File: config.mk
export PLATFORM = sky130hd
export DESIGN_NAME = pcg32_bounded_random
export DESIGN_NICKNAME = d
export VERILOG_FILES = /design/src/pbr_pkg.sv /design/src/pcg32_bounded_random.sv /design/src/pbr_ctrl.sv /design/src/pbr_dp.sv
export SDC_FILE = /design/constraint.sdc
export NUM_CORES = 2
export LEC_CHECK = 0
export ABC_AREA = 0
export BUFFER_PORTS_ARGS = -buffer_cell sky130_fd_sc_hd__buf_2
export CAP_MARGIN = 20
export CORE_ASPECT_RATIO = 0.7
export CORE_MARGIN = 1
export CORE_UTILIZATION = 35
export CTS_BUF_LIST = sky130_fd_sc_hd__clkbuf_16
export DETAILED_ROUTE_END_ITERATION = 7
export MAX_ROUTING_LAYER = met4
export SYNTH_ARGS = -nofsm -noshare
export SYNTH_HDL_FRONTEND = slang
export SYNTH_SLANG_ARGS = --single-unit
File: constraint.sdc
create_clock -name i_clk -period 11.95 [get_ports i_clk]
set_clock_uncertainty 0.15 [all_clocks]
set_input_delay 1.195 -clock i_clk [delete_from_list [all_inputs] [get_ports i_clk]]
set_output_delay 1.195 -clock i_clk [all_outputs]
set_load 0.05 [all_outputs]
File: src/pbr_pkg.sv
package pbr_pkg;

    localparam logic [63:0] PCG_MULT   = 64'd6364136223846793005;
    localparam logic [63:0] SEED_RESET = 64'h853c49e6748fea9b;
    localparam logic [63:0] INC_RESET  = 64'hda3e39cb94b95bdb;

    localparam int XS_SHIFT_A = 18;
    localparam int XS_SHIFT_B = 27;
    localparam int ROT_LSB    = 59;

    localparam int CFG_IDX_W = 8;
    localparam logic [CFG_IDX_W-1:0] CFG_SEED_STATE       = 8'd0;
    localparam logic [CFG_IDX_W-1:0] CFG_STREAM_INCREMENT = 8'd1;

    // datapath commands, one flag per action
    typedef struct packed {
        logic load_in;   // capture bounds, form span
        logic mul_ll;    // prod <= state_lo * mult_lo
        logic mul_lh;    // prod <= state_lo * mult_hi
        logic mul_hl;    // prod <= state_hi * mult_lo
        logic acc_load;  // acc <= prod
        logic acc_add;   // acc += prod_lo << 32
        logic state_upd; // state <= acc + increment
        logic perm;      // x <= output permutation, start divider
        logic div_step;  // one restoring remainder step
        logic out_load;  // load result into output register
    } t_cmd;

    typedef struct packed {
        logic span_zero;
        logic div_last;
        logic reject;
        logic out_busy;
    } t_stat;

    function automatic logic [31:0] xsh_rr(input logic [63:0] s);
        logic [63:0] t;
        logic [31:0] xs;
        logic [4:0]  rot;
        logic [63:0] dbl;
        t   = ((s >> XS_SHIFT_A) ^ s) >> XS_SHIFT_B;
        xs  = t[31:0];
        rot = s[63:ROT_LSB];
        dbl = {xs, xs} >> rot;
        return dbl[31:0];
    endfunction

endpackage

File: src/pcg32_bounded_random.sv
// channel  | handshake           | payload
// ---------+---------------------+-------------------------------
// request  | i_valid / o_ready   | i_range_low, i_range_high
// result   | o_valid / i_ready   | o_random_value
// config   | i_cfg_we            | i_cfg_index, i_cfg_data
//
// Each draw runs the 64-bit LCG step through states M0 to M4 on one shared
// 32x32 multiplier, then the output permutation, the bit-serial remainder
// and the rejection check. A full-range request skips the remainder and the
// check. A request is accepted in IDLE; a rejected draw starts a new one, and
// the accepted result is then loaded into the output register.
// Reset (synchronous, active low) loads the default seed and increment.
// The result register holds a word until taken; the load waits if full and not taken.
module pcg32_bounded_random
    import pbr_pkg::*;
(
    input  logic                 i_clk,
    input  logic                 i_rst_n,
    input  logic                 i_valid,
    output logic                 o_ready,
    input  logic [31:0]          i_range_low,
    input  logic [31:0]          i_range_high,
    output logic                 o_valid,
    input  logic                 i_ready,
    output logic [31:0]          o_random_value,
    input  logic                 i_cfg_we,
    input  logic [CFG_IDX_W-1:0] i_cfg_index,
    input  logic [63:0]          i_cfg_data
);

    t_cmd  cmd;
    t_stat stat;

    pbr_ctrl u_ctrl (
        .i_clk   (i_clk),
        .i_rst_n (i_rst_n),
        .i_valid (i_valid),
        .o_ready (o_ready),
        .i_stat  (stat),
        .o_cmd   (cmd)
    );

    pbr_dp u_dp (
        .i_clk          (i_clk),
        .i_rst_n        (i_rst_n),
        .i_cfg_we       (i_cfg_we),
        .i_cfg_index    (i_cfg_index),
        .i_cfg_data     (i_cfg_data),
        .i_range_low    (i_range_low),
        .i_range_high   (i_range_high),
        .i_cmd          (cmd),
        .o_stat         (stat),
        .i_ready        (i_ready),
        .o_valid        (o_valid),
        .o_random_value (o_random_value)
    );

endmodule

File: src/pbr_ctrl.sv
module pbr_ctrl
    import pbr_pkg::*;
(
    input  logic  i_clk,
    input  logic  i_rst_n,
    input  logic  i_valid,
    output logic  o_ready,
    input  t_stat i_stat,
    output t_cmd  o_cmd
);

    localparam logic [3:0] S_IDLE  = 4'd0;
    localparam logic [3:0] S_M0    = 4'd1;
    localparam logic [3:0] S_M1    = 4'd2;
    localparam logic [3:0] S_M2    = 4'd3;
    localparam logic [3:0] S_M3    = 4'd4;
    localparam logic [3:0] S_M4    = 4'd5;
    localparam logic [3:0] S_PERM  = 4'd6;
    localparam logic [3:0] S_DIV   = 4'd7;
    localparam logic [3:0] S_CHECK = 4'd8;
    localparam logic [3:0] S_DONE  = 4'd9;

    logic [3:0] r_state;
    logic [3:0] n_state;

    assign o_ready = (r_state == S_IDLE);

    always_comb begin
        n_state = r_state;
        o_cmd   = '0;
        case (r_state)
            S_IDLE: begin
                if (i_valid) begin
                    o_cmd.load_in = 1'b1;
                    n_state       = S_M0;
                end
            end
            S_M0: begin
                o_cmd.mul_ll = 1'b1;
                n_state      = S_M1;
            end
            S_M1: begin
                o_cmd.mul_lh   = 1'b1;
                o_cmd.acc_load = 1'b1;
                n_state        = S_M2;
            end
            S_M2: begin
                o_cmd.mul_hl  = 1'b1;
                o_cmd.acc_add = 1'b1;
                n_state       = S_M3;
            end
            S_M3: begin
                o_cmd.acc_add = 1'b1;
                n_state       = S_M4;
            end
            S_M4: begin
                o_cmd.state_upd = 1'b1;
                n_state         = S_PERM;
            end
            S_PERM: begin
                o_cmd.perm = 1'b1;
                n_state    = S_DIV;
            end
            S_DIV: begin
                // full range skips reduction and rejection
                if (i_stat.span_zero) begin
                    n_state = S_DONE;
                end else begin
                    o_cmd.div_step = 1'b1;
                    if (i_stat.div_last) begin
                        n_state = S_CHECK;
                    end
                end
            end
            S_CHECK: begin
                n_state = i_stat.reject ? S_M0 : S_DONE;
            end
            S_DONE: begin
                if (!i_stat.out_busy) begin
                    o_cmd.out_load = 1'b1;
                    n_state        = S_IDLE;
                end
            end
            default: begin
                n_state = S_IDLE;
            end
        endcase
    end

    always_ff @(posedge i_clk) begin
        if (!i_rst_n) begin
            r_state <= S_IDLE;
        end else begin
            r_state <= n_state;
        end
    end

endmodule

File: src/pbr_dp.sv
module pbr_dp
    import pbr_pkg::*;
(
    input  logic                 i_clk,
    input  logic                 i_rst_n,
    input  logic                 i_cfg_we,
    input  logic [CFG_IDX_W-1:0] i_cfg_index,
    input  logic [63:0]          i_cfg_data,
    input  logic [31:0]          i_range_low,
    input  logic [31:0]          i_range_high,
    input  t_cmd                 i_cmd,
    output t_stat                o_stat,
    input  logic                 i_ready,
    output logic                 o_valid,
    output logic [31:0]          o_random_value
);

    logic [63:0] r_gen;
    logic [63:0] r_inc;
    logic [31:0] r_lo;
    logic [31:0] r_n;
    logic [63:0] r_prod;
    logic [63:0] r_acc;
    logic [31:0] r_x;
    logic [31:0] r_dvd;
    logic [31:0] r_rem;
    logic [4:0]  r_cnt;
    logic        r_out_valid;
    logic [31:0] r_out;

    logic [31:0] mul_a;
    logic [31:0] mul_b;
    logic [32:0] trial;
    logic [32:0] n_ext;
    logic [31:0] n_rem;
    logic [31:0] diff;
    logic [31:0] limit;
    logic [31:0] result;

    assign mul_a = i_cmd.mul_hl ? r_gen[63:32] : r_gen[31:0];
    assign mul_b = i_cmd.mul_lh ? PCG_MULT[63:32] : PCG_MULT[31:0];

    assign trial = {r_rem, r_dvd[31]};
    assign n_ext = {1'b0, r_n};
    assign n_rem = (trial >= n_ext) ? 32'(trial - n_ext) : trial[31:0];

    // accept when x - r is at most 2^32 - n
    assign diff   = r_x - r_rem;
    assign limit  = 32'd0 - r_n;
    assign result = r_lo + (o_stat.span_zero ? r_x : r_rem);

    assign o_stat.span_zero = (r_n == 32'd0);
    assign o_stat.div_last  = (r_cnt == 5'd31);
    assign o_stat.reject    = (diff > limit);
    assign o_stat.out_busy  = r_out_valid && !i_ready;

    assign o_valid        = r_out_valid;
    assign o_random_value = r_out;

    always_ff @(posedge i_clk) begin
        if (!i_rst_n) begin
            r_gen <= SEED_RESET;
            r_inc <= INC_RESET;
        end else begin
            if (i_cfg_we && i_cfg_index == CFG_SEED_STATE) begin
                r_gen <= i_cfg_data;
            end else if (i_cmd.state_upd) begin
                r_gen <= r_acc + r_inc;
            end
            if (i_cfg_we && i_cfg_index == CFG_STREAM_INCREMENT) begin
                r_inc <= i_cfg_data | 64'd1;
            end
        end
    end

    always_ff @(posedge i_clk) begin
        if (i_cmd.load_in) begin
            r_lo <= i_range_low;
            r_n  <= i_range_high - i_range_low + 32'd1;
        end
        if (i_cmd.mul_ll || i_cmd.mul_lh || i_cmd.mul_hl) begin
            r_prod <= mul_a * mul_b;
        end
        if (i_cmd.acc_load) begin
            r_acc <= r_prod;
        end else if (i_cmd.acc_add) begin
            r_acc <= r_acc + {r_prod[31:0], 32'd0};
        end
        if (i_cmd.perm) begin
            r_x   <= xsh_rr(r_gen);
            r_dvd <= xsh_rr(r_gen);
            r_rem <= 32'd0;
            r_cnt <= 5'd0;
        end else if (i_cmd.div_step) begin
            r_dvd <= {r_dvd[30:0], 1'b0};
            r_rem <= n_rem;
            r_cnt <= r_cnt + 5'd1;
        end
        if (i_cmd.out_load) begin
            r_out <= result;
        end
    end

    always_ff @(posedge i_clk) begin
        if (!i_rst_n) begin
            r_out_valid <= 1'b0;
        end else if (i_cmd.out_load) begin
            r_out_valid <= 1'b1;
        end else if (i_ready) begin
            r_out_valid <= 1'b0;
        end
    end

    a_rem_below_span: assert property (@(posedge i_clk) disable iff (!i_rst_n)
        (i_cmd.div_step && !o_stat.span_zero) |=> (r_rem < r_n))
        else $error("remainder not below span");

    a_no_overwrite: assert property (@(posedge i_clk) disable iff (!i_rst_n)
        i_cmd.out_load |-> !(r_out_valid && !i_ready))
        else $error("result overwritten while waiting");

    a_accepted_draw: assert property (@(posedge i_clk) disable iff (!i_rst_n)
        (i_cmd.out_load && !o_stat.span_zero) |-> !o_stat.reject)
        else $error("rejected draw delivered");

endmodule

Word level (Yosys, flattened, before mapping)
Cells that the tools add are included.
{"block": "totals", "input_bits": 141, "reg_bits": 457, "out_inout_bits": 34, "elab_cells": 86}
{"block": "classes", "eq_ne": 14, "muxes": 30, "magnitude_cmp": 2, "n_mul": 1, "bitwise": 1, "reduce_logical": 15, "n_addsub": 9, "n_shift": 1}
{"operator": "64-bit 2-to-1 mux", "n": 4}
{"operator": "32-bit 2-to-1 mux", "n": 5}
{"operator": "64-bit adder", "n": 2}
{"operator": "32-bit subtractor", "n": 3}
{"operator": "32-bit by 32-bit multiplier with 64-bit output", "n": 1}
{"operator": "64-bit by 5-bit right shift with 32-bit output", "n": 1}
{"operator": "46-bit by 59-bit XOR with 59-bit output", "n": 1}
{"operator": "4-bit case mux with 10 select lines", "n": 1}
{"operator": "33-bit by 32-bit greater-or-equal comparator with 1-bit output", "n": 1}
{"operator": "32-bit by 1-bit adder with 32-bit output (second input constant)", "n": 1}
{"operator": "32-bit adder", "n": 1}
{"operator": "32-bit > comparator", "n": 1}
{"operator": "32-bit logical NOT", "n": 1}
{"operator": "1-bit by 32-bit subtractor with 32-bit output (first input constant)", "n": 1}
{"operator": "29-bit 2-to-1 mux", "n": 1}
{"operator": "4-bit 2-to-1 mux", "n": 5}
{"operator": "4-bit by 3-bit == test with 1-bit output (second input constant)", "n": 4}
{"operator": "1-bit 2-to-1 mux", "n": 14}
{"operator": "4-bit by 2-bit == test with 1-bit output (second input constant)", "n": 2}
{"operator": "4-bit == test (second input constant)", "n": 2}
{"operator": "8-bit by 1-bit == test with 1-bit output (second input constant)", "n": 1}
{"operator": "8-bit logical NOT", "n": 1}
{"operator": "2-bit nonzero test", "n": 4}
{"operator": "5-bit by 1-bit adder with 5-bit output (second input constant)", "n": 1}
{"operator": "10 further kinds", "n": 14}

Logic depth before layout (Yosys ltp)
{"block": "logic_depth", "depth_word": 5, "ltp_mapped": 38, "mapped_depth_nobuf": 35}

Hierarchy
Synthesis repeated with hierarchy kept, for this count alone.
{"block": "unflattened", "hier_cells": 5903, "area_unflattened_um2": 54370.9}
{"module": "pbr_dp", "seq_area_each_um2": 11921.4, "cells_each": 5852, "n_inst": 1, "area_per_inst_um2": 54030.6}
{"module": "pbr_ctrl", "seq_area_each_um2": 80.1, "cells_each": 51, "n_inst": 1, "area_per_inst_um2": 340.3}

Worst setup path before layout
OpenSTA, ideal clock, no wires.
{"block": "synth_timing", "path_kind": "register to register", "start": "reg u_ctrl.r_state[2]", "end": "reg u_dp.r_prod[49] (data pin)", "t_arrival_ns": 9.009, "t_required_ns": 11.535, "slack_ns": 2.526, "period_less_slack_ns": 9.424, "path_buffers": 3, "setup_ns": 0.265, "stages_incl_launch_ff": 32, "path_cell_list": "dfxtp_1 > clkbuf_1 > nor2_1 > nand2_1 > clkinv_1 > clkbuf_1 > clkbuf_1 > nor2_1 > ha_1 > inv_1 > fa_1 > fa_1 > inv_1 > fa_1 > fa_1 > fa_1 > fa_1 > inv_1 > fa_1 > inv_1 > ha_1 > inv_1 > o21bai_1 > a21o_1 > a21o_1 > a21oi_1 > o211ai_1 > a2111oi_2 > nor3_1 > a311oi_1 > o21ai_0 > xor2_1"}
{"block": "synth_between", "elab_chain_cells": 4, "word_cells_on_any_way": 7, "classes_between": "mul (1); eq/ne (2); mux (4)"}
{"item": "start, declared", "line_no": "pbr_ctrl.sv:23", "rtl": "logic [3:0] r_state;"}
{"item": "start signal, assigned", "line_no": "pbr_ctrl.sv:94", "rtl": "r_state <= n_state;"}
{"item": "4-bit by 2-bit == test with 1-bit output", "line_no": "pbr_ctrl.sv:31", "rtl": "case (r_state)"}
{"item": "1-bit 2-to-1 mux", "line_no": "pbr_ctrl.sv:31"}
{"item": "32-bit 2-to-1 mux or 29-bit 2-to-1 mux (tied branches)", "line_no": "pbr_dp.sv:40, pbr_dp.sv:41"}
{"item": "32-bit by 32-bit multiplier with 64-bit output *", "line_no": "pbr_dp.sv:82", "rtl": "r_prod <= mul_a * mul_b;"}
{"item": "end signal, assigned", "line_no": "pbr_dp.sv:82"}
{"item": "end, declared", "line_no": "pbr_dp.sv:22", "rtl": "logic [63:0] r_prod;"}
Mark *: on every way between the ends. The rest lies on a longest branch, timed or not.
A chain may end at the register's enable or synchronous reset.

Worst setup path after layout
{"block": "layout_timing", "start": "reg u_ctrl.r_state[3]", "end": "reg u_dp.r_prod[61] (data pin)"}
The elaborated chain is that of the path after synthesis.

==> metrics.txt <==
ys async rst share=0; final core occ=0.388; crit share post-route=0.920; FMAX=between 90 and 100 MHz; Final Setup Violations=0; Hold Fails Final Rpt=0; Root Buffer=clkbuf_16; clock sink count=457; pre-CTS setup slack=1.06 ns; outcome=completed; core area=154000 µm²; Synth Warn #=0; postcts setup bufs=0; EDFF count, synth=about 290; # H-tree levels=2; Sequential Area=around 12000 µm²; Cell Area, Synth=54500 µm²; Initial Util=0.355; worst stage delay on the critical path=0.94 ns; WL per Instance=22.8 µm; worst min path class=reg2reg; share of Yosys cell area claimed by the top area cell type=0.198; CP startpoint kind=register; data arrival time of the critical path=11.23 ns; Pre-antenna DRT Iters=6; filler instances=approximately 15000; 1st-iter DRT viols=4492; GRT Util Overall=0.238; top post-synthesis cells by area=fa_1 20%, ha_1 16%, edfxtp_1 16%; clock period minus worst slack=11.00 ns; initial antenna violation count=18; depth of the worst hold-timing path=2; largest area contributor in the netlist=fa_1; Clk pin slew, worst setup/hold paths=0.06 ns; Final HPWL DP=152000 µm; vias in the first global route=41700; unrepaired setup endpoints after global routing=false; Worst Tran Pin Value=1.39 ns; Die H=332 µm; Synth Register Bits=457; multi-input logic area=38300 µm²; ys flop type=edfxtp_1; pin count of the biggest net entering global routing=a little under 90; share of cells above drive strength 1=0.0773; Setup Crit Path Kind=reg2reg; register area share after synthesis=0.221; most frequent CP cell=fa_1; nets=7372; die area=157000 µm²; Mapped Avg Cell Area=9.31 µm²; Resize count post-CTS=0; CP Capture Type=register; Port Buffers=174; chip width=474 µm; max cap viols=0; worst skew pair latency=0.64 ns; Top Ports=175; Vias/cell=5.35; Area growth, synth to finish=9.51%; row cnt=120; Critical Path RT=12.18 ns; CP max FO=34; cts bufs inserted=54; worst-path cell with the longest stage delay=mux2i_1; post-synth cell types=102; ANT nets after route=0; global-route wire length before repair=273000 µm; overall routed net length=approximately 180000 µm; max-slew violation count=0; CTS tree=done; via count=between 40000 and 50000; Cells after Synth=roughly 5900; Slew Limit Headroom=0.0629; final worst slack=0.953 ns; DRC errors left=0; total negative slack=0 ns; total grt overflow=0; clock tree buffer depth=3; CTS Hold Bufs=0; FF-to-FF path depth=28; Final Wtd Congestion=1.06
[flip-flops by register name (all words and copies together), names as in the netlist, 4 cells and up]
| register | cells |
|---|---|
| u_dp.r_acc | 64 |
| u_dp.r_gen | 64 |
| u_dp.r_prod | 64 |
| u_dp.r_inc | 63 |
| u_dp.o_random_value | 32 |
| u_dp.r_dvd | 32 |
| u_dp.r_lo | 32 |
| u_dp.r_n | 32 |
| u_dp.r_rem | 32 |
| u_dp.r_x | 32 |
| u_dp.r_cnt | 5 |
| u_ctrl.r_state | 4 |
[per-layer routing]
layer  wire length [µm]  vias to the layer above  GRT usage
met5                  0                        -          -
met4               3200                        0     0.0412
met3              20600                      180     0.0653
met2              69500                     1852      0.303
met1              91700                    21200      0.367
li1                   -                    20100          -
[worst paths after layout]
kind / from / to / slack, ns
max: u_ctrl.r_state[3] / u_dp.r_prod[61] / 0.95
max reg2reg: u_ctrl.r_state[3] / u_dp.r_prod[61] / 0.95
min reg2reg: u_dp.r_cnt[4] / u_dp.r_cnt[4] / 0.32
min: u_dp.r_cnt[4] / u_dp.r_cnt[4] / 0.32
[Yosys cell counts, types with 106 or more instances]
cell type and number:
nand2_1 491, xnor2_1 212, clkbuf_1 142, dfxtp_1 169, a21o_1 190, o21ai_0 286
fa_1 540, nand3_1 106, ha_1 707, inv_1 928, a21oi_1 352, nor2_1 347
edfxtp_1 288
[area by class of cell]
cell class / instances / area share
Inverter: 940 / 0.0591
Antenna cell: 8 / 0.000335
Clock inverter: 42 / 0.00641
Clock buffer: 57 / 0.0239
Timing Repair Buffer: 235 / 0.0228
Multi-Input combinational cell: 4296 / 0.642
Tap cell: 2074 / 0.0435
Sequential cell: 457 / 0.202
[layout by cell type, fill, tap and decap left out, types with 11 or more instances in the layout]
master     netlist  final
nor3_1          66     65
nand4_1         54     54
o21a_1          28     28
inv_1          928    937
and3_1          73     72
a21oi_1        352    352
o211a_1         15     15
o22ai_1         13     13
o21bai_1        43     43
a31oi_1         32     32
and4_1          11     11
nand2b_1        40     40
clkbuf_16        0     57
nand2_1        491    488
buf_4            2     59
xor2_1          97     97
o211ai_1        52     52
or2_2           11     11
conb_1           2     31
clkinv_1         8     14
a21o_1         190    190
nor4_1          14     14
buf_2           19    173
nor2_1         347    342
dfxtp_1        169    169
mux2i_1        104    102
fa_1           540    540
a21boi_0        33     33
mux2_2          66     66
or3_1           11     11
nor2b_1         49     48
a211oi_1        24     24
o31ai_1         15     15
and2_1          19     18
nand3_1        106    106
xnor2_1        212    212
edfxtp_1       288    288
ha_1           707    707
o21ai_0        286    286
[through the flow]
| step | instance area (µm²) | hold slack (ns) | cells |
|---|---|---|---|
| floorplan | 54600 | 0.288 | 5881 |
| global placement | 57800 | 0.297 | 7999 |
| detailed placement | 57800 | 0.307 | 7999 |
| CTS | 59600 | 0.316 | 8098 |
| global route | 59700 | 0.346 | 8106 |
| finish | 59700 | 0.319 | 8109 |
[worst max-delay path, delay by kind of cell (launching register included)]
kind            cells  cell delay (ns)
simple gates        3             1.03
fa+ha+maj           9             4.85
mux                 1             0.94
flops               1             0.46
xor+xnor            1             0.15
buf+inv             6             1.34
compound gates      8             1.78
[cells by family (layout without fill, tap and decap cells)]
kind of cell / Yosys count / count (layout) / share of synthesized area
simple gates: 1325 / 1325 / 0.112
fa+ha+maj: 1247 / 1247 / 0.361
compound gates: 1205 / 1205 / 0.141
buf+inv: 1128 / 1274 / 0.0795
flops: 457 / 457 / 0.221
xor+xnor: 309 / 309 / 0.0496
mux: 179 / 179 / 0.0362
other cells: 2 / 39 / 0.000138
Power is not shown: default switching activity piles up to over one toggle a cycle in this logic, so the estimate is an artifact.
